<file path="config.mk">
export PLATFORM = sky130hd
export DESIGN_NAME = euc_byte_stream_decoder_flat
export DESIGN_NICKNAME = d
export VERILOG_FILES = /design/src/hw/rtl/ebsd_pkg.sv /design/src/hw/rtl/ebsd_if.sv /design/src/hw/rtl/euc_byte_stream_decoder.sv /design/src/hw/rtl/ebsd_front.sv /design/src/hw/rtl/ebsd_queue.sv /design/src/hw/rtl/ebsd_back.sv /design/src/flat_wrapper.sv
export SDC_FILE = /design/constraint.sdc
export NUM_CORES = 1
export LEC_CHECK = 0
export BUFFER_PORTS_ARGS = -buffer_cell sky130_fd_sc_hd__clkbuf_2
export CAP_MARGIN = 10
export CORE_ASPECT_RATIO = 2
export CORE_MARGIN = 3
export CORE_UTILIZATION = 45
export DETAILED_ROUTE_END_ITERATION = 7
export GPL_TIMING_DRIVEN = 0
export HOLD_SLACK_MARGIN = 0.12
export PLACE_DENSITY = 0.66
export SETUP_SLACK_MARGIN = 0.15
export SLEW_MARGIN = 40
export SYNTH_ARGS = -nofsm -noshare
export SYNTH_HDL_FRONTEND = slang
export SYNTH_SLANG_ARGS = --single-unit
</file>
<file path="constraint.sdc">
create_clock -name clk -period 6.5 [get_ports clk]
set_input_delay 0.65 -clock clk [delete_from_list [all_inputs] [get_ports clk]]
set_output_delay 0.65 -clock clk [all_outputs]
set_load 0.01 [all_outputs]
</file>
<file path="src/hw/rtl/ebsd_pkg.sv">
// Shared types and constants of the EUC byte stream decoder.
`timescale 1ns / 1ps

package ebsd_pkg;

    // Character geometry
    localparam int MAX_CHAR_BYTES     = 4;
    localparam int BITS_PER_BYTE_CODE = 7;
    localparam int CODE_W             = 28;
    localparam int POINT_W            = 30;
    localparam int LEN_W              = 3;
    localparam int CFG_IDX_W          = 2;
    localparam int CFG_DATA_W         = 3;

    // Special byte values
    localparam logic [7:0] LEAD_SS2 = 8'h8e;
    localparam logic [7:0] LEAD_SS3 = 8'h8f;
    localparam logic [7:0] C1_FIRST = 8'h80;
    localparam logic [7:0] C1_LAST  = 8'h9f;

    // Code set tags, bits 29:28 of the wide character
    localparam logic [1:0] TAG_SINGLE = 2'd0;
    localparam logic [1:0] TAG_CS2    = 2'd1;
    localparam logic [1:0] TAG_CS3    = 2'd2;
    localparam logic [1:0] TAG_CS1    = 2'd3;

    // Configuration register indexes
    localparam logic [CFG_IDX_W-1:0] CFG_SET1_TOTAL    = 2'd0;
    localparam logic [CFG_IDX_W-1:0] CFG_SET2_TRAILING = 2'd1;
    localparam logic [CFG_IDX_W-1:0] CFG_SET3_TRAILING = 2'd2;

    // Configuration reset values
    localparam logic [2:0] SET1_TOTAL_RST    = 3'd2;
    localparam logic [1:0] SET2_TRAILING_RST = 2'd1;
    localparam logic [1:0] SET3_TRAILING_RST = 2'd2;

    // What a byte means when no character is in progress
    localparam logic [1:0] LEAD_SINGLE  = 2'd0;
    localparam logic [1:0] LEAD_START   = 2'd1;
    localparam logic [1:0] LEAD_ILLEGAL = 2'd2;

    // Classified beat passed from front to back
    typedef struct packed {
        logic             restart;
        logic [7:0]       data_byte;
        logic             trail_ok;       // legal as a trailing byte
        logic [1:0]       lead_kind;
        logic [1:0]       lead_tag;
        logic [LEN_W-1:0] lead_remaining; // trailing bytes after the lead
        logic [LEN_W-1:0] single_len;
    } ebsd_entry_t;

    // One result beat
    typedef struct packed {
        logic               status;
        logic [POINT_W-1:0] code_point;
        logic [LEN_W-1:0]   byte_length;
    } ebsd_result_t;

endpackage

</file>
<file path="src/hw/rtl/ebsd_if.sv">
// Valid/ready channel interfaces for input bytes and decoded characters.
`timescale 1ns / 1ps

interface ebsd_byte_if;
    logic       valid;
    logic       ready;
    logic       restart;
    logic [7:0] data_byte;

    modport source (output valid, output restart, output data_byte, input ready);
    modport sink (input valid, input restart, input data_byte, output ready);
endinterface

interface ebsd_char_if;
    logic        valid;
    logic        ready;
    logic        status;
    logic [29:0] code_point;
    logic [2:0]  byte_length;

    modport source (output valid, output status, output code_point, output byte_length,
                    input ready);
    modport sink (input valid, input status, input code_point, input byte_length,
                  output ready);
endinterface

</file>
<file path="src/hw/rtl/euc_byte_stream_decoder.sv">
// Top level of the EUC byte stream decoder.
`timescale 1ns / 1ps

// Decodes an EUC byte stream into wide characters. One byte beat is accepted
// per cycle and at most one character beat comes out for it: ASCII and C1
// bytes come out as themselves, multibyte characters come out when their
// last byte arrives, tagged with their code set in bits 29:28, and an
// illegal sequence gives status 1 with zero code and length. A byte with
// restart set drops any partial character and gives no result. The front
// end classifies each byte and writes it into a FIFO_DEPTH-entry queue; the
// back end pops one entry per cycle while the output register is free or
// being drained, and a result passes a queue slot and then the output register.
// Sustained rate is one byte per cycle as long as the output side takes beats;
// input ready drops only when the queue fills. Configuration is written
// through cfg_we/cfg_index/cfg_wdata while no beats are in flight.
module euc_byte_stream_decoder
#(
    parameter int FIFO_DEPTH = 2
)
(
    input  logic                                clk,
    input  logic                                rst_n,
    ebsd_byte_if.sink                           byte_ch,
    ebsd_char_if.source                         char_ch,
    input  logic                                cfg_we,
    input  logic [ebsd_pkg::CFG_IDX_W-1:0]      cfg_index,
    input  logic [ebsd_pkg::CFG_DATA_W-1:0]     cfg_wdata
);

    ebsd_pkg::ebsd_entry_t  front_entry;
    ebsd_pkg::ebsd_entry_t  head_entry;
    ebsd_pkg::ebsd_result_t result;
    logic                   queue_full;
    logic                   head_valid;
    logic                   pop;
    logic                   push;

    assign byte_ch.ready = !queue_full;
    assign push          = byte_ch.valid && !queue_full;

    ebsd_front u_front
    (
        .clk       (clk),
        .rst_n     (rst_n),
        .cfg_we    (cfg_we),
        .cfg_index (cfg_index),
        .cfg_wdata (cfg_wdata),
        .restart   (byte_ch.restart),
        .data_byte (byte_ch.data_byte),
        .entry     (front_entry)
    );

    ebsd_queue #(.DEPTH(FIFO_DEPTH)) u_queue
    (
        .clk        (clk),
        .rst_n      (rst_n),
        .push       (push),
        .push_entry (front_entry),
        .full       (queue_full),
        .pop        (pop),
        .head_valid (head_valid),
        .head_entry (head_entry)
    );

    ebsd_back u_back
    (
        .clk        (clk),
        .rst_n      (rst_n),
        .head_valid (head_valid),
        .head_entry (head_entry),
        .pop        (pop),
        .out_ready  (char_ch.ready),
        .out_valid  (char_ch.valid),
        .out_result (result)
    );

    assign char_ch.status      = result.status;
    assign char_ch.code_point  = result.code_point;
    assign char_ch.byte_length = result.byte_length;

endmodule

</file>
<file path="src/hw/rtl/ebsd_front.sv">
// Front end: configuration registers and classification of incoming bytes.
`timescale 1ns / 1ps

module ebsd_front
(
    input  logic                                clk,
    input  logic                                rst_n,
    input  logic                                cfg_we,
    input  logic [ebsd_pkg::CFG_IDX_W-1:0]      cfg_index,
    input  logic [ebsd_pkg::CFG_DATA_W-1:0]     cfg_wdata,
    input  logic                                restart,
    input  logic [7:0]                          data_byte,
    output ebsd_pkg::ebsd_entry_t               entry
);

    localparam logic [ebsd_pkg::LEN_W-1:0] MAX_TOTAL =
        ebsd_pkg::LEN_W'(ebsd_pkg::MAX_CHAR_BYTES);
    localparam logic [ebsd_pkg::LEN_W-1:0] MAX_TRAIL =
        ebsd_pkg::LEN_W'(ebsd_pkg::MAX_CHAR_BYTES - 1);

    logic [2:0] set1_total_reg;
    logic [1:0] set2_trailing_reg;
    logic [1:0] set3_trailing_reg;

    logic [ebsd_pkg::LEN_W-1:0] set1_clamped;
    logic [ebsd_pkg::LEN_W-1:0] set2_clamped;
    logic [ebsd_pkg::LEN_W-1:0] set3_clamped;

    // Configuration writes
    always_ff @(posedge clk or negedge rst_n)
    begin
        if (!rst_n)
        begin
            set1_total_reg    <= ebsd_pkg::SET1_TOTAL_RST;
            set2_trailing_reg <= ebsd_pkg::SET2_TRAILING_RST;
            set3_trailing_reg <= ebsd_pkg::SET3_TRAILING_RST;
        end
        else if (cfg_we)
        begin
            case (cfg_index)
                ebsd_pkg::CFG_SET1_TOTAL:    set1_total_reg    <= cfg_wdata;
                ebsd_pkg::CFG_SET2_TRAILING: set2_trailing_reg <= cfg_wdata[1:0];
                ebsd_pkg::CFG_SET3_TRAILING: set3_trailing_reg <= cfg_wdata[1:0];
                default: ;
            endcase
        end
    end

    // Lengths saturate at the longest character
    assign set1_clamped = (set1_total_reg > MAX_TOTAL) ? MAX_TOTAL : set1_total_reg;
    assign set2_clamped = ({1'b0, set2_trailing_reg} > MAX_TRAIL) ? MAX_TRAIL
                                                                  : {1'b0, set2_trailing_reg};
    assign set3_clamped = ({1'b0, set3_trailing_reg} > MAX_TRAIL) ? MAX_TRAIL
                                                                  : {1'b0, set3_trailing_reg};

    // Classify the byte as a lead; back end picks trail_ok when mid-character
    always_comb
    begin
        entry                = '0;
        entry.restart        = restart;
        entry.data_byte      = data_byte;
        entry.trail_ok       = (data_byte > ebsd_pkg::C1_LAST);
        entry.lead_kind      = ebsd_pkg::LEAD_SINGLE;
        entry.lead_tag       = ebsd_pkg::TAG_SINGLE;
        entry.lead_remaining = '0;
        entry.single_len     = ebsd_pkg::LEN_W'(1);
        if (data_byte < ebsd_pkg::C1_FIRST)
        begin
            // ASCII; NUL has length zero
            entry.single_len = (data_byte != 8'd0) ? ebsd_pkg::LEN_W'(1) : '0;
        end
        else if (data_byte == ebsd_pkg::LEAD_SS2 && set2_trailing_reg != 2'd0)
        begin
            entry.lead_kind      = ebsd_pkg::LEAD_START;
            entry.lead_tag       = ebsd_pkg::TAG_CS2;
            entry.lead_remaining = set2_clamped;
        end
        else if (data_byte == ebsd_pkg::LEAD_SS3 && set3_trailing_reg != 2'd0)
        begin
            entry.lead_kind      = ebsd_pkg::LEAD_START;
            entry.lead_tag       = ebsd_pkg::TAG_CS3;
            entry.lead_remaining = set3_clamped;
        end
        else if (data_byte <= ebsd_pkg::C1_LAST)
        begin
            // C1 control, also a disabled single shift
            entry.single_len = ebsd_pkg::LEN_W'(1);
        end
        else if (set1_total_reg == 3'd0)
        begin
            entry.lead_kind = ebsd_pkg::LEAD_ILLEGAL;
        end
        else
        begin
            entry.lead_kind      = ebsd_pkg::LEAD_START;
            entry.lead_tag       = ebsd_pkg::TAG_CS1;
            entry.lead_remaining = set1_clamped - ebsd_pkg::LEN_W'(1);
        end
    end

endmodule

</file>
<file path="src/hw/rtl/ebsd_queue.sv">
// Small FIFO of classified beats between front and back end.
`timescale 1ns / 1ps

module ebsd_queue
#(
    parameter int DEPTH = 2
)
(
    input  logic                  clk,
    input  logic                  rst_n,
    input  logic                  push,
    input  ebsd_pkg::ebsd_entry_t push_entry,
    output logic                  full,
    input  logic                  pop,
    output logic                  head_valid,
    output ebsd_pkg::ebsd_entry_t head_entry
);

    localparam int PTR_W = (DEPTH > 1) ? $clog2(DEPTH) : 1;
    localparam int CNT_W = $clog2(DEPTH + 1);
    localparam logic [PTR_W-1:0] LAST_PTR = PTR_W'(DEPTH - 1);
    localparam logic [CNT_W-1:0] FULL_CNT = CNT_W'(DEPTH);

    ebsd_pkg::ebsd_entry_t slot_reg [DEPTH];
    logic [PTR_W-1:0] wr_ptr_reg;
    logic [PTR_W-1:0] rd_ptr_reg;
    logic [CNT_W-1:0] count_reg;
    logic [CNT_W-1:0] count_next;

    assign full       = (count_reg == FULL_CNT);
    assign head_valid = (count_reg != '0);
    assign head_entry = slot_reg[rd_ptr_reg];

    always_comb
    begin
        count_next = count_reg;
        if (push && !pop)
        begin
            count_next = count_reg + CNT_W'(1);
        end
        else if (pop && !push)
        begin
            count_next = count_reg - CNT_W'(1);
        end
    end

    // Storage
    always_ff @(posedge clk)
    begin
        if (push)
        begin
            slot_reg[wr_ptr_reg] <= push_entry;
        end
    end

    // Pointers and fill count
    always_ff @(posedge clk or negedge rst_n)
    begin
        if (!rst_n)
        begin
            wr_ptr_reg <= '0;
            rd_ptr_reg <= '0;
            count_reg  <= '0;
        end
        else
        begin
            if (push)
            begin
                wr_ptr_reg <= (wr_ptr_reg == LAST_PTR) ? '0 : wr_ptr_reg + PTR_W'(1);
            end
            if (pop)
            begin
                rd_ptr_reg <= (rd_ptr_reg == LAST_PTR) ? '0 : rd_ptr_reg + PTR_W'(1);
            end
            count_reg <= count_next;
        end
    end

endmodule

</file>
<file path="src/hw/rtl/ebsd_back.sv">
// Back end: multibyte character state and the output register.
`timescale 1ns / 1ps

module ebsd_back
(
    input  logic                                clk,
    input  logic                                rst_n,
    input  logic                                head_valid,
    input  ebsd_pkg::ebsd_entry_t               head_entry,
    output logic                                pop,
    input  logic                                out_ready,
    output logic                                out_valid,
    output ebsd_pkg::ebsd_result_t              out_result
);

    localparam int CW = ebsd_pkg::CODE_W;
    localparam int BW = ebsd_pkg::BITS_PER_BYTE_CODE;
    localparam int LW = ebsd_pkg::LEN_W;

    logic [LW-1:0] remaining_reg, remaining_next;
    logic [CW-1:0] code_reg, code_next;
    logic [1:0]    tag_reg, tag_next;
    logic [LW-1:0] taken_reg, taken_next;

    logic                   out_valid_reg;
    ebsd_pkg::ebsd_result_t out_result_reg;

    logic                   emit;
    ebsd_pkg::ebsd_result_t result;
    logic [CW-1:0]          code_acc;
    logic [CW-1:0]          code_init;
    logic [LW-1:0]          taken_inc;

    // Take a beat whenever the output register is free or being drained
    assign pop = head_valid && (!out_valid_reg || out_ready);

    assign code_acc  = CW'({code_reg, head_entry.data_byte[BW-1:0]});
    assign code_init = (head_entry.lead_tag == ebsd_pkg::TAG_CS1)
                       ? CW'(head_entry.data_byte[BW-1:0]) : '0;
    assign taken_inc = taken_reg + LW'(1);

    // Character state update
    always_comb
    begin
        remaining_next = remaining_reg;
        code_next      = code_reg;
        tag_next       = tag_reg;
        taken_next     = taken_reg;
        emit           = 1'b0;
        result         = '0;
        if (pop)
        begin
            if (head_entry.restart)
            begin
                remaining_next = '0;
                code_next      = '0;
                tag_next       = ebsd_pkg::TAG_SINGLE;
                taken_next     = '0;
            end
            else if (remaining_reg != '0)
            begin
                remaining_next = '0;
                code_next      = '0;
                tag_next       = ebsd_pkg::TAG_SINGLE;
                taken_next     = '0;
                emit           = 1'b1;
                if (!head_entry.trail_ok)
                begin
                    // bad trailing byte is consumed
                    result.status = 1'b1;
                end
                else if (remaining_reg == LW'(1))
                begin
                    result.code_point  = {tag_reg, code_acc};
                    result.byte_length = taken_inc;
                end
                else
                begin
                    emit           = 1'b0;
                    remaining_next = remaining_reg - LW'(1);
                    code_next      = code_acc;
                    tag_next       = tag_reg;
                    taken_next     = taken_inc;
                end
            end
            else
            begin
                unique case (head_entry.lead_kind)
                    ebsd_pkg::LEAD_SINGLE:
                    begin
                        emit               = 1'b1;
                        result.code_point  = ebsd_pkg::POINT_W'(head_entry.data_byte);
                        result.byte_length = head_entry.single_len;
                    end
                    ebsd_pkg::LEAD_START:
                    begin
                        if (head_entry.lead_remaining == '0)
                        begin
                            // one-byte code set 1 completes on its lead
                            emit               = 1'b1;
                            result.code_point  = {head_entry.lead_tag, code_init};
                            result.byte_length = LW'(1);
                        end
                        else
                        begin
                            remaining_next = head_entry.lead_remaining;
                            code_next      = code_init;
                            tag_next       = head_entry.lead_tag;
                            taken_next     = LW'(1);
                        end
                    end
                    ebsd_pkg::LEAD_ILLEGAL:
                    begin
                        emit          = 1'b1;
                        result.status = 1'b1;
                    end
                    default: ;
                endcase
            end
        end
    end

    always_ff @(posedge clk or negedge rst_n)
    begin
        if (!rst_n)
        begin
            remaining_reg <= '0;
            code_reg      <= '0;
            tag_reg       <= ebsd_pkg::TAG_SINGLE;
            taken_reg     <= '0;
            out_valid_reg <= 1'b0;
        end
        else
        begin
            remaining_reg <= remaining_next;
            code_reg      <= code_next;
            tag_reg       <= tag_next;
            taken_reg     <= taken_next;
            if (pop && emit)
            begin
                out_valid_reg <= 1'b1;
            end
            else if (out_ready)
            begin
                out_valid_reg <= 1'b0;
            end
        end
    end

    // Output payload
    always_ff @(posedge clk)
    begin
        if (pop && emit)
        begin
            out_result_reg <= result;
        end
    end

    assign out_valid  = out_valid_reg;
    assign out_result = out_result_reg;

endmodule

</file>
<file path="src/flat_wrapper.sv">
// flat-port wrapper written by rule: the top's interface ports become plain ports
module euc_byte_stream_decoder_flat 
#(
    parameter int FIFO_DEPTH = 2
)
  (clk, rst_n, cfg_we, cfg_index, cfg_wdata, byte_ch_valid, byte_ch_restart, byte_ch_data_byte, byte_ch_ready, char_ch_valid, char_ch_status, char_ch_code_point, char_ch_byte_length, char_ch_ready);
  ebsd_byte_if byte_ch_i ();
  ebsd_char_if char_ch_i ();
  input  logic clk;
  input  logic rst_n;
  input  logic cfg_we;
  input  logic [ebsd_pkg::CFG_IDX_W-1:0] cfg_index;
  input  logic [ebsd_pkg::CFG_DATA_W-1:0] cfg_wdata;
  input wire logic [$bits(byte_ch_i.valid)-1:0] byte_ch_valid;
  input wire logic [$bits(byte_ch_i.restart)-1:0] byte_ch_restart;
  input wire logic [$bits(byte_ch_i.data_byte)-1:0] byte_ch_data_byte;
  output wire logic [$bits(byte_ch_i.ready)-1:0] byte_ch_ready;
  output wire logic [$bits(char_ch_i.valid)-1:0] char_ch_valid;
  output wire logic [$bits(char_ch_i.status)-1:0] char_ch_status;
  output wire logic [$bits(char_ch_i.code_point)-1:0] char_ch_code_point;
  output wire logic [$bits(char_ch_i.byte_length)-1:0] char_ch_byte_length;
  input wire logic [$bits(char_ch_i.ready)-1:0] char_ch_ready;
  assign byte_ch_i.valid = byte_ch_valid;
  assign byte_ch_i.restart = byte_ch_restart;
  assign byte_ch_i.data_byte = byte_ch_data_byte;
  assign byte_ch_ready = byte_ch_i.ready;
  assign char_ch_valid = char_ch_i.valid;
  assign char_ch_status = char_ch_i.status;
  assign char_ch_code_point = char_ch_i.code_point;
  assign char_ch_byte_length = char_ch_i.byte_length;
  assign char_ch_i.ready = char_ch_ready;
  euc_byte_stream_decoder #(.FIFO_DEPTH(FIFO_DEPTH)) u_core (.clk(clk), .rst_n(rst_n), .byte_ch(byte_ch_i), .char_ch(char_ch_i), .cfg_we(cfg_we), .cfg_index(cfg_index), .cfg_wdata(cfg_wdata));
endmodule
</file>
==> flow_summary.ini <==
[worst_setup_path]
endpoint_kind = flop
cp_max_fo = 13
cp_common_cell = buf_4
path_class = reg -> reg
critPathMaxStageDelay_ps = 410
start_kind = flop
arrival_ps = 2610
crit_chain = inv_1, ha_1, nor2b_1, nor2_1, a221oi_4, buf_4, buf_4, buf_4
crit_slowest_cell = dfrtp_1
cp.required_ps = 6560

[routing]
wl_per_cell_um = 15.6
drt_pre_antenna_iters = 4
routed_wl_mm = 8.80
vias = 2898
antenna_left = 0
vias_per_cell = 5.15
drt_iter0_markers = 143
drc_errors = 0

[timing]
hold_slack_ps = 305
setup_viol = 0
max_freq_ghz = 0.392
finalHoldViolations = 0
slew_headroom_pct = 61.4
rsz0062_at_grt = false
tns_ps = 0
drv_slew = 0
period_needed_ps = 2550
finalCritPeriodShare_pct = 39.3
skew_ps = 7.45
worstMarginPinSlew_ps = 579

[power]
p_seq_share_pct = 44.6
finalPower_w = 0.00246
p_leak_nw = 2.20
combPwrFrac_pct = 33.3
ir_drop_mv = 0.181
clockPowerShare_pct = 22.1
p_int_w = 0.00160
power.net_switching_w = 0.000862
switching_share_pct = 35.0
power.density_mw_per_mm2 = 451

[clock_tree]
clock_path_buffers = 2
clk_pin_slew_ps = 70
post_cts_buffers = 0
cts_resized = 0
clock_latency_ps = 360
cts_hold_buf = 0
cts_sinks = 111
h-tree-depth = 3
tritoncts = built
root_buffer = clkbuf_16
cts_made_buffers = 9

[global_routing]
grt_max_degree = 42
grt_overflow_total = 0
antenna_found_initial = 0
grtUsageTotal_pct = 15.8
grt_pass1_wl_mm = 13.7
grt_pass1_vias = 2780

[yosys]
synth_top_area_share_pct = 45.1
synth.top_cells.by_area = edfxtp_1 45%, dfrtp_1 20%, mux2i_1 3.6%
ys_seq_area_share_pct = 67.2
netlist_top_cells_count = 70 x edfxtp_1, 44 x nand2_1, 38 x dfrtp_1
syn_area_sq_mm = 0.00466
netlist_instances = 355
synth_area_per_cell_sq_um = 13.1
ys.flop_type = edfxtp_1
ys_ff_latch = 111
ys_warn_count = 0
yosysMostFrequentCell = edfxtp_1
synth_area_leader_cell = edfxtp_1
synth_edf_count = 70
ys_types = 47
synth_fp_nets = 380
synth-async-reset-ratio_pct = 36.9

[job]
cap_violations = 0

[finish]
instances_no_fill = 563
stdcell_area_sq_mm = 0.00546
antenna_cells = 0
syn_to_final_growth_pct = 17.0
drive_gt1_share_pct = 23.1
largest_register_ffs = 36
nets = 448

[placed_design]
hpwl_mm = 6.69
place.gp.congestion = 0.850
io_buffer_count = 54
post_dp_cell_area_sq_mm = 0.00515
placedCellCount = 547

[floorplan]
core-area_sq_mm = 0.0101
ios = 55
dieArea_sq_mm = 0.0117
initial_core_util_pct = 45.9
rows = 52
fp.dieW_um = 78.0
die_h_um = 150

[min_path]
min_path_type = in -> async

[status]
status = complete, no violations
## cell usage in the layout, fill, tap and decap left out, types with 5 or more instances in the layout
master	netlist	routed
o21ai_0	27	27
mux2_2	8	8
o2bb2ai_1	5	5
nand2b_1	8	8
clkbuf_2	0	53
ha_1	6	6
nand2_1	44	44
edfxtp_1	70	70
dfrtp_1	38	38
a21oi_1	5	5
and2_1	22	22
mux2i_1	17	17
clkbuf_1	5	5
clkbuf_16	0	9
buf_4	2	5
inv_1	6	6
o31ai_1	7	7
nor2_1	23	22
## critical path: cells and delay by family (launching register included)
kind / cells / cell delay (ps)
AO/OA/AOI/OAI: 1 / 340
adder cells (fa/ha/maj): 1 / 190
buffers and inverters: 4 / 810
flip-flops: 1 / 410
AND/OR/NAND/NOR: 2 / 500
## layer usage
metal	routed length (um)	share of wire, %	track usage, %
met5	0	0	0
met4	384	4.4	11.4
met3	308	3.5	2.59
met2	5090	58	30.5
met1	3010	34	14.2
## cells by family (layout without fill, tap and decap cells)
group,Yosys count,in the layout,share of synthesized area [%]
AND/OR/NAND/NOR,128,128,13.8
multiplexers,25,25,5.58
AO/OA/AOI/OAI,59,59,8.29
adder cells (fa/ha/maj),6,6,1.61
flip-flops,111,111,67.2
XOR/XNOR,7,7,1.31
buffers and inverters,19,92,2.25
## metrics by stage
step / utilization [%] / setup WS (ps)
floorplan: - / 2220
global placement: 50.3 / 1060
detailed placement: 50.8 / 3820
CTS: 53.7 / 3920
global route: 53.8 / 3740
finish: 53.8 / 3950
## final timing paths
check,slack (ps),end,start,cells past startpoint
worst max-delay path,3950,u_core.u_back.out_result[21]$_SDFFCE_PP0P_,u_core.u_back.remaining_reg[0]$_DFFE_PN0P_,8
worst min-delay path,310,u_core.u_front.set2_trailing_reg[1]$_DFFE_PN0P_,rst_n,1
worst max register to register,3950,u_core.u_back.out_result[21]$_SDFFCE_PP0P_,u_core.u_back.remaining_reg[0]$_DFFE_PN0P_,8
worst min register to register,470,u_core.u_back.code_reg[16]$_DFFE_PN0P_,u_core.u_back.code_reg[16]$_DFFE_PN0P_,2
max in group asynchronous,5790,u_core.u_back.remaining_reg[1]$_DFFE_PN0P_,rst_n,1
min in group clk,470,u_core.u_back.code_reg[16]$_DFFE_PN0P_,u_core.u_back.code_reg[16]$_DFFE_PN0P_,2
## layout make-up
type / instances / area (sq um)
fillers: 882 / 4690
flip-flops and latches: 111 / 3130
multi-input cells: 225 / 1450
repair buffers: 57 / 295
clock buffers: 12 / 267
well taps: 135 / 169
plain buffers: 13 / 82.6
clock inverters: 4 / 36.3
inverters: 6 / 22.5
## power by group through the flow
stage          Combinational [W]  Clock (W)  Sequential, W
4_1_cts                 0.000831   0.000551        0.00110
2_1_floorplan           0.000490          0        0.00115
5_1_grt                 0.000904   0.000576        0.00112
6_report                0.000820   0.000544        0.00110
3_3_place_gp            0.000786          0        0.00112
3_5_place_dp            0.000827          0        0.00111
No activity file was read; power rests on OpenSTA's default activity.
